### src/hdl/hhac_pkg.sv
// shared types and constants for the handle heap allocator and compactor
`timescale 1ns / 1ps
package hhac_pkg;

  localparam int HEADER_BYTES = 8;
  localparam int MAX_MOVES    = 63;

  typedef enum logic [1:0] {
    OP_ALLOC   = 2'd0,
    OP_FREE    = 2'd1,
    OP_REPLACE = 2'd2,
    OP_PACK    = 2'd3
  } op_t;

  localparam logic [2:0] ST_OK       = 3'd0;
  localparam logic [2:0] ST_NO_HANDLE = 3'd1;
  localparam logic [2:0] ST_HEAP_FULL = 3'd2;
  localparam logic [2:0] ST_IGNORED  = 3'd3;
  localparam logic [2:0] ST_REC_FULL = 3'd4;

  // controller to datapath
  typedef struct packed {
    logic accept;
    logic alloc_do;
    logic free_do;
    logic ho_latch;
    logic rec_rd;
    logic i_inc;
    logic set_match;
    logic repl_do;
    logic ho_rd_rec;
    logic pk_keep;
    logic pk_fin;
  } cmd_t;

  // datapath to controller
  typedef struct packed {
    logic out_free;
    logic repl_ok;
    logic scan_end;
    logic rec_match;
    logic pk_live;
    logic pk_move;
  } stat_t;

endpackage

### src/hdl/hhac_ctrl.sv
// sequencing state machine for the handle heap allocator
`timescale 1ns / 1ps
module hhac_ctrl import hhac_pkg::*; (
  input  logic       clk,
  input  logic       rst_n,
  input  logic       in_valid,
  input  logic [1:0] in_operation,
  input  stat_t      stat,
  output cmd_t       cmd,
  output logic       in_stall
);

  typedef enum logic [10:0] {
    S_IDLE  = 11'b00000000001,
    S_ALLOC = 11'b00000000010,
    S_FREE  = 11'b00000000100,
    S_RCHK  = 11'b00000001000,
    S_RRD   = 11'b00000010000,
    S_RCMP  = 11'b00000100000,
    S_REMIT = 11'b00001000000,
    S_PRD   = 11'b00010000000,
    S_PHO   = 11'b00100000000,
    S_PCHK  = 11'b01000000000,
    S_PFIN  = 11'b10000000000
  } state_t;

  state_t state_r, state_nxt;

  assign in_stall = (state_r != S_IDLE);

  always_comb begin
    state_nxt = state_r;
    cmd       = '0;
    unique case (state_r)
      S_IDLE: begin
        if (in_valid) begin
          cmd.accept = 1'b1;
          unique case (op_t'(in_operation))
            OP_ALLOC:   state_nxt = S_ALLOC;
            OP_FREE:    state_nxt = S_FREE;
            OP_REPLACE: state_nxt = S_RCHK;
            OP_PACK:    state_nxt = S_PRD;
            default:    state_nxt = S_IDLE;
          endcase
        end
      end
      S_ALLOC: begin
        if (stat.out_free) begin
          cmd.alloc_do = 1'b1;
          state_nxt    = S_IDLE;
        end
      end
      S_FREE: begin
        if (stat.out_free) begin
          cmd.free_do = 1'b1;
          state_nxt   = S_IDLE;
        end
      end
      S_RCHK: begin
        cmd.ho_latch = 1'b1;
        state_nxt    = stat.repl_ok ? S_RRD : S_REMIT;
      end
      S_RRD: begin
        if (stat.scan_end) begin
          state_nxt = S_REMIT;
        end else begin
          cmd.rec_rd = 1'b1;
          state_nxt  = S_RCMP;
        end
      end
      S_RCMP: begin
        if (stat.rec_match) begin
          cmd.set_match = 1'b1;
          state_nxt     = S_REMIT;
        end else begin
          cmd.i_inc = 1'b1;
          state_nxt = S_RRD;
        end
      end
      S_REMIT: begin
        if (stat.out_free) begin
          cmd.repl_do = 1'b1;
          state_nxt   = S_IDLE;
        end
      end
      S_PRD: begin
        if (stat.scan_end) begin
          state_nxt = S_PFIN;
        end else begin
          cmd.rec_rd = 1'b1;
          state_nxt  = S_PHO;
        end
      end
      S_PHO: begin
        cmd.ho_rd_rec = 1'b1;
        state_nxt     = S_PCHK;
      end
      S_PCHK: begin
        if (!stat.pk_live) begin
          cmd.i_inc = 1'b1;
          state_nxt = S_PRD;
        end else if (!stat.pk_move || stat.out_free) begin
          cmd.pk_keep = 1'b1;
          cmd.i_inc   = 1'b1;
          state_nxt   = S_PRD;
        end
      end
      S_PFIN: begin
        if (stat.out_free) begin
          cmd.pk_fin = 1'b1;
          state_nxt  = S_IDLE;
        end
      end
      default: state_nxt = S_IDLE;
    endcase
  end

  always_ff @(posedge clk) begin
    if (!rst_n) begin
      state_r <= S_IDLE;
    end else begin
      state_r <= state_nxt;
    end
  end

endmodule

### config.mk
export PLATFORM = sky130hd
export DESIGN_NAME = hhac_ctrl
export DESIGN_NICKNAME = d
export VERILOG_FILES = /design/src/hdl/hhac_pkg.sv /design/src/hdl/hhac_ctrl.sv
export SDC_FILE = /design/constraint.sdc
export NUM_CORES = 1
export LEC_CHECK = 0
export ABC_AREA = 0
export BUFFER_PORTS_ARGS = -buffer_cell sky130_fd_sc_hd__clkbuf_2
export CORE_ASPECT_RATIO = 1.1
export CORE_UTILIZATION = 54
export DETAILED_ROUTE_END_ITERATION = 6
export GPL_TIMING_DRIVEN = 0
export HOLD_SLACK_MARGIN = 0.1
export PLACE_DENSITY = 0.94
export SLEW_MARGIN = 10
export SYNTH_ARGS = -nofsm -noshare
export SYNTH_HDL_FRONTEND = slang
export SYNTH_SLANG_ARGS = --single-unit
### constraint.sdc
create_clock -name clk -period 3.07 [get_ports clk]
set_input_delay 0.307 -clock clk [delete_from_list [all_inputs] [get_ports clk]]
set_output_delay 0.307 -clock clk [all_outputs]
set_load 0.05 [all_outputs]
==> flow_summary.ini <==
[run_status]
status = finished, final reports clean

[logic_synthesis]
post_synth_mux_area_share_pct = 0
ys_warn_count = 0
synthFlopType = sky130_fd_sc_hd__dfxtp_1
synth_top_family_by_area = simple AND/OR/NAND/NOR gates
post_synth_xor_area_fraction_pct = 4.223
postSynth.asyncResetShare_pct = 0
syn_inst_count = 100
post_synthesis_area_per_instance_um2 = 8.295
synth_area_um2 = 829.5
synth_nets = 111
synth-adder-area-share_pct = 0
synth-seq-cells = 11
synth_seq_area_share_pct = 26.55
synth_enable_flop_cells = 0
synth_cell_type_count = 41
synth-compound-area-share_pct = 14.33
synth-simple-area-share_pct = 45.85

[timing]
finalWorstPathRequiredPeriod_ns = 2.408
max_clock_freq_mhz = 415.3
rsz0062_at_grt = no
tightestPinTransition_ns = 0.5356
final-max-slew-violation-count = 0
timing.final.hold_violations = 0
period_share_pct = 78.44
final-setup-viol-count = 0
tns_ns = 0
finClkSkew_ns = 0.003359
max_slew_margin_pct = 63.96

[setup_path]
worst_setup_path_start_kind = flop
critical_path.startpoint = state_r[3]
critPathKind = flop to primary output
critical_path_depth = 4
cpMaxStageDelayCell = sky130_fd_sc_hd__nor4_1
worst_r2r_path_cells = 6
cp_slowest_stage_delay_ns = 0.53
worst-endpoint-arrival_ns = 2.10
timing.rr.end = state_r[8]
r2r_startpoint = state_r[5]
critical_path.max_fanout = 7
critical_path.endpoint_type = primary output
path_cells = nor4_1 -> nand3_1 -> nor4b_1 -> clkbuf_2
endpoint = cmd[8]
regToRegSetupSlack_ns = 1.30
critPathTopFamily = simple AND/OR/NAND/NOR gates
worstPathBufferInverterCount = 1
critPathRequiredTime_ns = 2.76

[power]
power_report.internal_total_mw = 0.2388
share_clk_of_total_power_pct = 27.5
combPwrFrac_pct = 31.3
design_power_total_mw = 0.3742
power.ir.vdd_worst_mv = 0.2869
power.switching_fraction_pct = 36.18
power_density_mw_per_mm2 = 381.4
seqPwrFrac_pct = 41.2
leakagePower_nw = 0.4057
total_switching_power_mw = 0.1354

[final_layout]
mostFrequentLayoutCells = sky130_fd_sc_hd__clkbuf_2 (21), sky130_fd_sc_hd__dfxtp_1 (11), sky130_fd_sc_hd__nor2_1 (10), sky130_fd_sc_hd__nand2_1 (9), sky130_fd_sc_hd__nor3_1 (6)
final_common_cell = sky130_fd_sc_hd__clkbuf_2
max_flop_register = state_r
largest_reg_flops = 11
post_route_cells_drive_above_1_share_pct = 34.40
largestRegisters = state_r: 11 flops
antenna-diode-count = 0
area.growth.synth_to_final_pct = 18.25
design.final.nets = 137

[routing]
drt_iter0_markers = 31
ant_nets = 0
vias_per_cell = 6.184
drt-wirelength-per-cell_um = 14.13
drt-pass1-iter-count = 4
dr_total_vias = 872
total_detailed_routing_wirelength_um = 1992
remaining_drc_errors = 0

[global_routing]
maximum_number_of_pins_on_one_net_before_global_route_repair = 11
grt_util_all_layers_pct = 27.78
first_global_vias = 747
grt_first_pass_wirelength_um = 3291
grt_antenna_before_repair = 0
grt.overflow.total = 0

[clocking]
clk_latency_ns = 0.28
clock_sinks = 11
post-cts-setup-buffers = 0
cts.repair.resized = 0
cts_hold_repair.buffers = 0
inserted_clock_buffers = 3
cts_tree = yes
cts.path.max_buffers = 2
cts.clk_slew.worst_paths_ns = 0.07
ctsRootBufferMaster = sky130_fd_sc_hd__clkbuf_4
cts_htree_levels = 1

[die]
die_area_mm2 = 0.001697
rows = 14
start_util_pct = 59.20
floorplan.core_area_mm2 = 0.001401
die_h_um = 43.11
boundaryPins = 23
die-width_um = 39.37

[hold_path]
worstHoldPathType = input pin to flop
holdCritStartpoint = in_operation[0]
whs_path_depth = 2

[placed_design]
buffer_ports.inserted = 21
place_congestion = 0.7920
dp.final_hpwl_um = 1523

[flow_run]
cap_viol_max_count = 0
==> kinds of logic (layout without fill, tap and decap cells) <==
family | after synthesis | count (layout)
buffers and inverters | 10 | 35
and+or+nand+nor | 57 | 57
DFF | 11 | 11
AOI/OAI and AO/OA | 18 | 18
xor gates and xnor gates | 4 | 4
==> worst min path at each step <==
stage / endpoint / slack (ns)
finish: state_r[3] / 0.26
floorplan: state_r[3] / 0.38
detailed placement: state_r[3] / 0.54
global placement: state_r[3] / 0.54
global route: state_r[3] / 0.26
CTS: state_r[3] / 0.24
==> cell type report <==
class	count	area, um2
multi-input combinational	79	534.3
clock buffer	4	26.28
tap	16	20.02
timing repair buffer	21	105.1
sequential	11	220.2
fill	129	420.4
inverter	4	15.01
buffer	6	60.06
==> cells in the mapped netlist, types with 2 or more instances <==
library cell                n  area, um2
sky130_fd_sc_hd__o21a_1     2      15.01
sky130_fd_sc_hd__nand3b_1   3      22.52
sky130_fd_sc_hd__buf_6      3      33.78
sky130_fd_sc_hd__or4b_2     2      20.02
sky130_fd_sc_hd__a31oi_1    2      12.51
sky130_fd_sc_hd__dfxtp_1   11      220.2
sky130_fd_sc_hd__nand2_1    9      33.78
sky130_fd_sc_hd__nor4b_1    4      35.03
sky130_fd_sc_hd__nand4_1    2      12.51
sky130_fd_sc_hd__nor3_1     6      30.03
sky130_fd_sc_hd__inv_1      4      15.01
sky130_fd_sc_hd__xor2_1     3      26.28
sky130_fd_sc_hd__nor2_1    10      37.54
sky130_fd_sc_hd__nor3_2     2      20.02
sky130_fd_sc_hd__o21ai_1    3      15.01
sky130_fd_sc_hd__nor4_2     2      25.02
sky130_fd_sc_hd__nand3_1    4      20.02
sky130_fd_sc_hd__o21ai_0    4      20.02
sky130_fd_sc_hd__nor4_1     2      12.51
==> metrics by stage <==
stage | setup WS [ns] | hold slack [ns] | util, % | instance area (um2) | cells
2_1_floorplan | 0.1520 | 0.3780 | - | 829.5 | 100
3_3_place_gp | 1.049 | 0.5357 | 68.13 | 954.7 | 137
3_5_place_dp | 0.9953 | 0.5360 | 68.13 | 954.7 | 137
4_1_cts | 0.6836 | 0.2444 | 70.00 | 980.9 | 141
5_1_grt | 0.5049 | 0.2595 | 70.00 | 980.9 | 141
6_report | 0.6618 | 0.2564 | 70.00 | 980.9 | 141
==> routing by layer <==
| layer | GRT usage, % | vias up | routed length [um] |
|---|---|---|---|
| met4 | 12.41 | 0 | 38 |
| li1 | - | 425 | - |
| met2 | 45.33 | 33 | 1011 |
| met1 | 34.29 | 409 | 809 |
| met3 | 4.712 | 5 | 132 |
| met5 | 0 | - | 0 |
==> power by group through the flow <==
stage | combinational, mW | clock (mW) | sequential (mW)
finish | 0.117 | 0.103 | 0.154
global route | 0.125 | 0.111 | 0.155
CTS | 0.116 | 0.104 | 0.154
detailed placement | 0.115 | 0 | 0.157
global placement | 0.113 | 0 | 0.157
floorplan | 0.0884 | 0 | 0.156
Power figures use the tool's default switching activity.
